[config.mk]
export PLATFORM = sky130hd
export DESIGN_NAME = rmis_ctrl
export DESIGN_NICKNAME = d
export VERILOG_FILES = /design/src/hw/rtl/rmis_pkg.sv /design/src/hw/rtl/rmis_ctrl.sv
export SDC_FILE = /design/constraint.sdc
export NUM_CORES = 1
export LEC_CHECK = 0
export BUFFER_PORTS_ARGS = -buffer_cell sky130_fd_sc_hd__buf_4
export CAP_MARGIN = 20
export CELL_PAD_IN_SITES_DETAIL_PLACEMENT = 1
export CELL_PAD_IN_SITES_GLOBAL_PLACEMENT = 2
export CORE_UTILIZATION = 22
export DETAILED_ROUTE_END_ITERATION = 8
export GPL_ROUTABILITY_DRIVEN = 0
export PLACE_DENSITY = 0.87
export SLEW_MARGIN = 20
export SYNTH_ARGS = -nofsm -noshare
export SYNTH_HDL_FRONTEND = slang
export SYNTH_SLANG_ARGS = --single-unit
[constraint.sdc]
create_clock -name clk -period 3.32 [get_ports clk]
set_input_delay 0.332 -clock clk [delete_from_list [all_inputs] [get_ports clk]]
set_output_delay 0.332 -clock clk [all_outputs]
set_load 0.05 [all_outputs]
[src/hw/rtl/rmis_pkg.sv]
`timescale 1ns / 1ps
// ----------------------------------------------------------------------------
// rmis_pkg
// Shared constants, opcodes, instruction word layout and the control and
// status bundles that join the controller to the datapath.
// ----------------------------------------------------------------------------
package rmis_pkg;

  localparam int DATA_W          = 32;
  localparam int ADDR_W          = 10;
  localparam int OP_W            = 5;
  localparam int REG_IDX_W       = 3;
  localparam int NUM_REGISTERS   = 8;
  localparam int DEF_INSTR_DEPTH = 1024;
  localparam int DEF_DATA_DEPTH  = 1024;

  localparam logic [REG_IDX_W-1:0] PC_INDEX = REG_IDX_W'(NUM_REGISTERS - 1);

  localparam logic [1:0] CMD_LOAD = 2'd0;
  localparam logic [1:0] CMD_STEP = 2'd1;
  localparam logic [1:0] CMD_READ = 2'd2;

  localparam logic [1:0] ST_OK       = 2'd0;
  localparam logic [1:0] ST_HALT     = 2'd1;
  localparam logic [1:0] ST_BAD_ADDR = 2'd2;
  localparam logic [1:0] ST_DIV_ZERO = 2'd3;

  localparam logic [OP_W-1:0] OP_HALT = 5'd0;
  localparam logic [OP_W-1:0] OP_IN   = 5'd1;
  localparam logic [OP_W-1:0] OP_OUT  = 5'd2;
  localparam logic [OP_W-1:0] OP_ADD  = 5'd3;
  localparam logic [OP_W-1:0] OP_SUB  = 5'd4;
  localparam logic [OP_W-1:0] OP_MUL  = 5'd5;
  localparam logic [OP_W-1:0] OP_DIV  = 5'd6;
  localparam logic [OP_W-1:0] OP_LD   = 5'd7;
  localparam logic [OP_W-1:0] OP_ST   = 5'd8;
  localparam logic [OP_W-1:0] OP_LDA  = 5'd9;
  localparam logic [OP_W-1:0] OP_LDC  = 5'd10;
  localparam logic [OP_W-1:0] OP_JLT  = 5'd11;
  localparam logic [OP_W-1:0] OP_JLE  = 5'd12;
  localparam logic [OP_W-1:0] OP_JGT  = 5'd13;
  localparam logic [OP_W-1:0] OP_JGE  = 5'd14;
  localparam logic [OP_W-1:0] OP_JEQ  = 5'd15;
  localparam logic [OP_W-1:0] OP_JNE  = 5'd16;

  typedef struct packed {
    logic [OP_W-1:0]      op;
    logic [REG_IDX_W-1:0] ra;
    logic [DATA_W-1:0]    b;
    logic [REG_IDX_W-1:0] rc;
  } instr_t;

  typedef struct packed {
    logic clear;
    logic accept;
    logic fetch;
    logic rd_t;
    logic rd_s;
    logic rd_r;
    logic exec;
    logic read_done;
    logic div_wb;
    logic ld_wb;
    logic emit;
  } ctl_cmd_t;

  typedef struct packed {
    logic clear_done;
    logic pc_ok;
    logic read_ok;
    logic exec_div;
    logic exec_load;
    logic div_done;
    logic out_free;
  } ctl_sts_t;

endpackage

[src/hw/rtl/rmis_ctrl.sv]
`timescale 1ns / 1ps
// ----------------------------------------------------------------------------
// rmis_ctrl
// Controller: sequences store clearing, transaction decode, fetch, operand
// reads, execute, divide and load write-back, and result hand-off.
// ----------------------------------------------------------------------------
module rmis_ctrl
  import rmis_pkg::*;
(
  input  logic       clk,
  input  logic       rst,
  input  logic       in_valid,
  output logic       in_ready,
  input  logic [1:0] command,
  input  ctl_sts_t   sts,
  output ctl_cmd_t   cmd
);

  localparam logic [3:0] S_CLEAR = 4'd0;
  localparam logic [3:0] S_IDLE  = 4'd1;
  localparam logic [3:0] S_READ  = 4'd2;
  localparam logic [3:0] S_FETCH = 4'd3;
  localparam logic [3:0] S_RDT   = 4'd4;
  localparam logic [3:0] S_RDS   = 4'd5;
  localparam logic [3:0] S_RDR   = 4'd6;
  localparam logic [3:0] S_EXEC  = 4'd7;
  localparam logic [3:0] S_DIV   = 4'd8;
  localparam logic [3:0] S_LDWB  = 4'd9;
  localparam logic [3:0] S_RESP  = 4'd10;

  logic [3:0] state;
  logic [3:0] state_next;

  assign in_ready = (state == S_IDLE);

  always_comb begin
    state_next = state;
    cmd        = '0;
    unique case (state)
      S_CLEAR: begin
        cmd.clear = 1'b1;
        if (sts.clear_done) begin
          state_next = S_IDLE;
        end
      end
      S_IDLE: begin
        if (in_valid) begin
          cmd.accept = 1'b1;
          if ((command == CMD_STEP) && sts.pc_ok) begin
            state_next = S_FETCH;
          end else if ((command == CMD_READ) && sts.read_ok) begin
            state_next = S_READ;
          end else begin
            state_next = S_RESP;
          end
        end
      end
      S_READ: begin
        cmd.read_done = 1'b1;
        state_next    = S_RESP;
      end
      S_FETCH: begin
        cmd.fetch  = 1'b1;
        state_next = S_RDT;
      end
      S_RDT: begin
        cmd.rd_t   = 1'b1;
        state_next = S_RDS;
      end
      S_RDS: begin
        cmd.rd_s   = 1'b1;
        state_next = S_RDR;
      end
      S_RDR: begin
        cmd.rd_r   = 1'b1;
        state_next = S_EXEC;
      end
      S_EXEC: begin
        cmd.exec = 1'b1;
        if (sts.exec_div) begin
          state_next = S_DIV;
        end else if (sts.exec_load) begin
          state_next = S_LDWB;
        end else begin
          state_next = S_RESP;
        end
      end
      S_DIV: begin
        if (sts.div_done) begin
          cmd.div_wb = 1'b1;
          state_next = S_RESP;
        end
      end
      S_LDWB: begin
        cmd.ld_wb  = 1'b1;
        state_next = S_RESP;
      end
      S_RESP: begin
        if (sts.out_free) begin
          cmd.emit   = 1'b1;
          state_next = S_IDLE;
        end
      end
      default: state_next = S_CLEAR;
    endcase
  end

  always_ff @(posedge clk) begin
    if (rst) begin
      state <= S_CLEAR;
    end else begin
      state <= state_next;
    end
  end

endmodule

* Word level (Yosys, flattened, before mapping)
Index checks and enable logic that the tools add are counted.
Word-level totals: bits in registers 4, input port bits 12, output and inout port bits 12, word-level logic and storage cells 45
Cells by class: eq/ne operators 16, mux-type cells 23, reduce and logical (&&, ||, !) cells 5
Operators by type and width (number):
- $pmux W4 S10 | 1
- $mux W4 | 6
- $eq A4 B3 Y1 const B | 4
- $mux W1 | 14
- $eq A4 B4 Y1 const B | 3
- $eq A4 B2 Y1 const B | 2
- $ne A2 B2 Y1 const B | 4
- $eq A4 B1 Y1 const B | 1
- $logic_not A4 Y1 | 1
- $mux W2 | 2
- $reduce_and A4 Y1 | 1
- $eq A2 B1 Y1 const B | 1
- $eq A2 B2 Y1 const B | 1
- $logic_and A1 B1 Y1 | 2
- $reduce_or A2 Y1 | 1

* Logic depth before layout (Yosys ltp)
word-level depth 6, depth in mapped cells 7, mapped depth without buffers 5

* Worst setup path before layout
OpenSTA, ideal clock, no wires.
kind reg2out, start point reg state[1], end point out cmd[9] (netlist bit), data arrival time 1.981 ns, data required time 2.988 ns, slack 1.007 ns, cell stages (with the launch flop) 6, path buffers 2, path through dfxtp_1 -> buf_6 -> or2_1 -> buf_6 -> nor2_1 -> and2_1
RTL lines:
- from (decl) | line rmis_ctrl.sv:31 | logic [3:0] state;
- from (signal assigned) | line rmis_ctrl.sv:112 | state <= state_next;
- to (decl) | line rmis_ctrl.sv:16 | output ctl_cmd_t cmd

==> results.cfg <==
[run_status]
status = complete, no violations

[setup_path]
cp_data_arrival_time_ns = 1.50
rrSetupSlack_ns = 1.63
critPathKind = flip-flop to output port
rr_endpoint = state[1]
startpoint = state[3]
cp.required_ns = 2.99
cp-end-kind = output port
crit_fanout = 14
rr_worst_depth = 5
r2r-start = state[0]
critPathLaunchType = flip-flop

[floorplan]
start_util_pct = 24.14
die-area_mm2 = 0.002137
core_area_mm2 = 0.001783
die_y_um = 46.23
ios = 24
die-width_um = 46.23
rows = 15

[cells_and_area]
stdcell_area_um2 = 611.8
largest_register_ffs = 4
diodes = 0
nNetsFinal = 97
top_register = state
area_growth_pct = 42.15
fillCellCount = 236
multi_input_area_um2 = 297.8
drive_gt1_share_pct = 33.73
final_common_cell = buf_4
top_regs = state: 4 flops
regArea_um2 = 80.08
final_cell_mix = buf_4 (23), nor2_1 (14), nand2_1 (6)

[min_path]
hold_end = state[0]
min_path_type = input port to flip-flop
whs_path_depth = 2
hp-start = rst

[timing]
maxSlewViolCount = 0
hold_viol = 0
final.setup.tns_ns = 0
worstMarginPinSlew_ns = 0.4333
period_share_pct = 55.20
slew_headroom_pct = 71.07
skew_ns = 0.0007834
fin_crit_ns = 1.833
max_clock_freq_mhz = 545.7
rsz0062_at_grt = no
setup_viol = 0

[routing]
wire_per_inst_um = 10.99
vias = 514
drt_iter0_drc = 5
drtAntennaViolNets = 0
via_per_inst = 4.759
drt-pass1-iter-count = 3
routed_wl_mm = 1.187
drc = 0

[clocking]
cts_resized = 0
cts_root_buf = clkbuf_4
htree_levels = 1
numCtsBuffers = 3
cts_setup_buffers = 0
clock_path_buffers = 2
cts_tree = yes
path_clk_slew_ns = 0.03
cts_hold_buf = 0
clock_latency_ns = 0.23
cts_sinks = 4

[yosys]
ys_types = 30
async_reset_ff_share_pct = 0
ys.warnings.count = 0
ys_seq_area_share_pct = 18.60
avgSynthCellArea_um2 = 6.942
syn_inst = 62
synth_edf_count = 0
synth_area_um2 = 430.4
synth_largest_area_cell = dfxtp_1
synthTopCellsByArea = dfxtp_1 (19%), nor2_1 (12%), buf_6 (7.8%)
syn-num-nets = 74
synth_top_cell_area_share_pct = 18.60
yosys_register_bits = 4
yosys_most_used_dff = dfxtp_1

[power_and_ir_drop]
powerDensity_mw_per_mm2 = 863.8
peakVddDrop_v = 0.0002903
leakage_uw = 0.0002653

[grt]
grt_pass1_wl_mm = 1.869
grt_pass1_vias = 469
antenna_found_initial = 0
grt_usage_pct = 12.27
grt_max_degree = 15
grt-ovfl-total = 0

[placement]
dp_hpwl_um = 981.5
portBuffers = 23
placed_area_um2 = 589.3

[flow_run]
max_cap_viol_count = 0
stage by stage:
| step | hold WS, ns | std cells | util [%] | setup WS, ns | power [µW] |
|---|---|---|---|---|---|
| finish | 0.2881 | 108 | 34.32 | 1.487 | 528.5 |
| global route | 0.2874 | 108 | 34.32 | 1.378 | 568.2 |
| CTS | 0.2874 | 108 | 34.32 | 1.456 | 536.1 |
| detailed placement | 0.5251 | 105 | 33.05 | 1.637 | 478.1 |
| global placement | 0.5190 | 105 | 33.05 | 1.687 | 471.5 |
| floorplan | 0.4011 | 62 | - | 1.007 | 419.3 |
synth_stat cells, types with 2 or more instances:
cell type	number
nor2_1	14
nand2_1	6
a21oi_1	4
dfxtp_1	4
buf_6	3
nor3_1	3
a31oi_1	2
inv_1	2
nand2b_1	2
o32ai_1	2
critical path, stage by stage (launching register included):
cell	delay, ns
dfxtp_1	0.56
or2_1	0.28
nor2_1	0.09
and2_1	0.16
buf_4	0.18
worst max-delay path by stage:
stage,to,cells past startpoint
after floorplan,cmd[9],5
after global placement,state[1],5
after detailed placement,state[1],5
after CTS,cmd[9],4
after global routing,cmd[9],4
final,cmd[9],4
power breakdown:
group / internal, µW / total [µW] / switching, µW
combinational: 132 / 358 / 226
clock: 40.2 / 56.3 / 16.1
sequential: 65.7 / 114 / 48.7
cell families (layout without fill, tap and decap cells):
| logic type | count (synthesis) | count (layout) | synth area share [%] |
|---|---|---|---|
| AOI/OAI and AO/OA | 11 | 11 | 17.73 |
| xor gates and xnor gates | 1 | 1 | 2.035 |
| buffers and inverters | 7 | 28 | 12.21 |
| DFF | 4 | 4 | 18.61 |
| muxes | 1 | 1 | 2.616 |
| and+or+nand+nor | 38 | 38 | 46.81 |
per-layer routing:
layer / share of wire [%] / vias to the layer above / GRT usage (%)
li1: - / 262 / -
met4: 0 / 0 / 5.294
met5: 0 / - / 0
met2: 51 / 14 / 21.69
met3: 4.6 / 0 / 3.922
met1: 44 / 238 / 13.19
layout make-up:
class	instances	share of cell area, %
Multi-Input combinational cell	51	48.67
Tap cell	25	5.112
Sequential cell	4	13.09
Timing Repair Buffer	23	28.22
Inverter	2	1.227
Clock buffer	3	3.681
No activity file was read; power rests on OpenSTA's default activity.
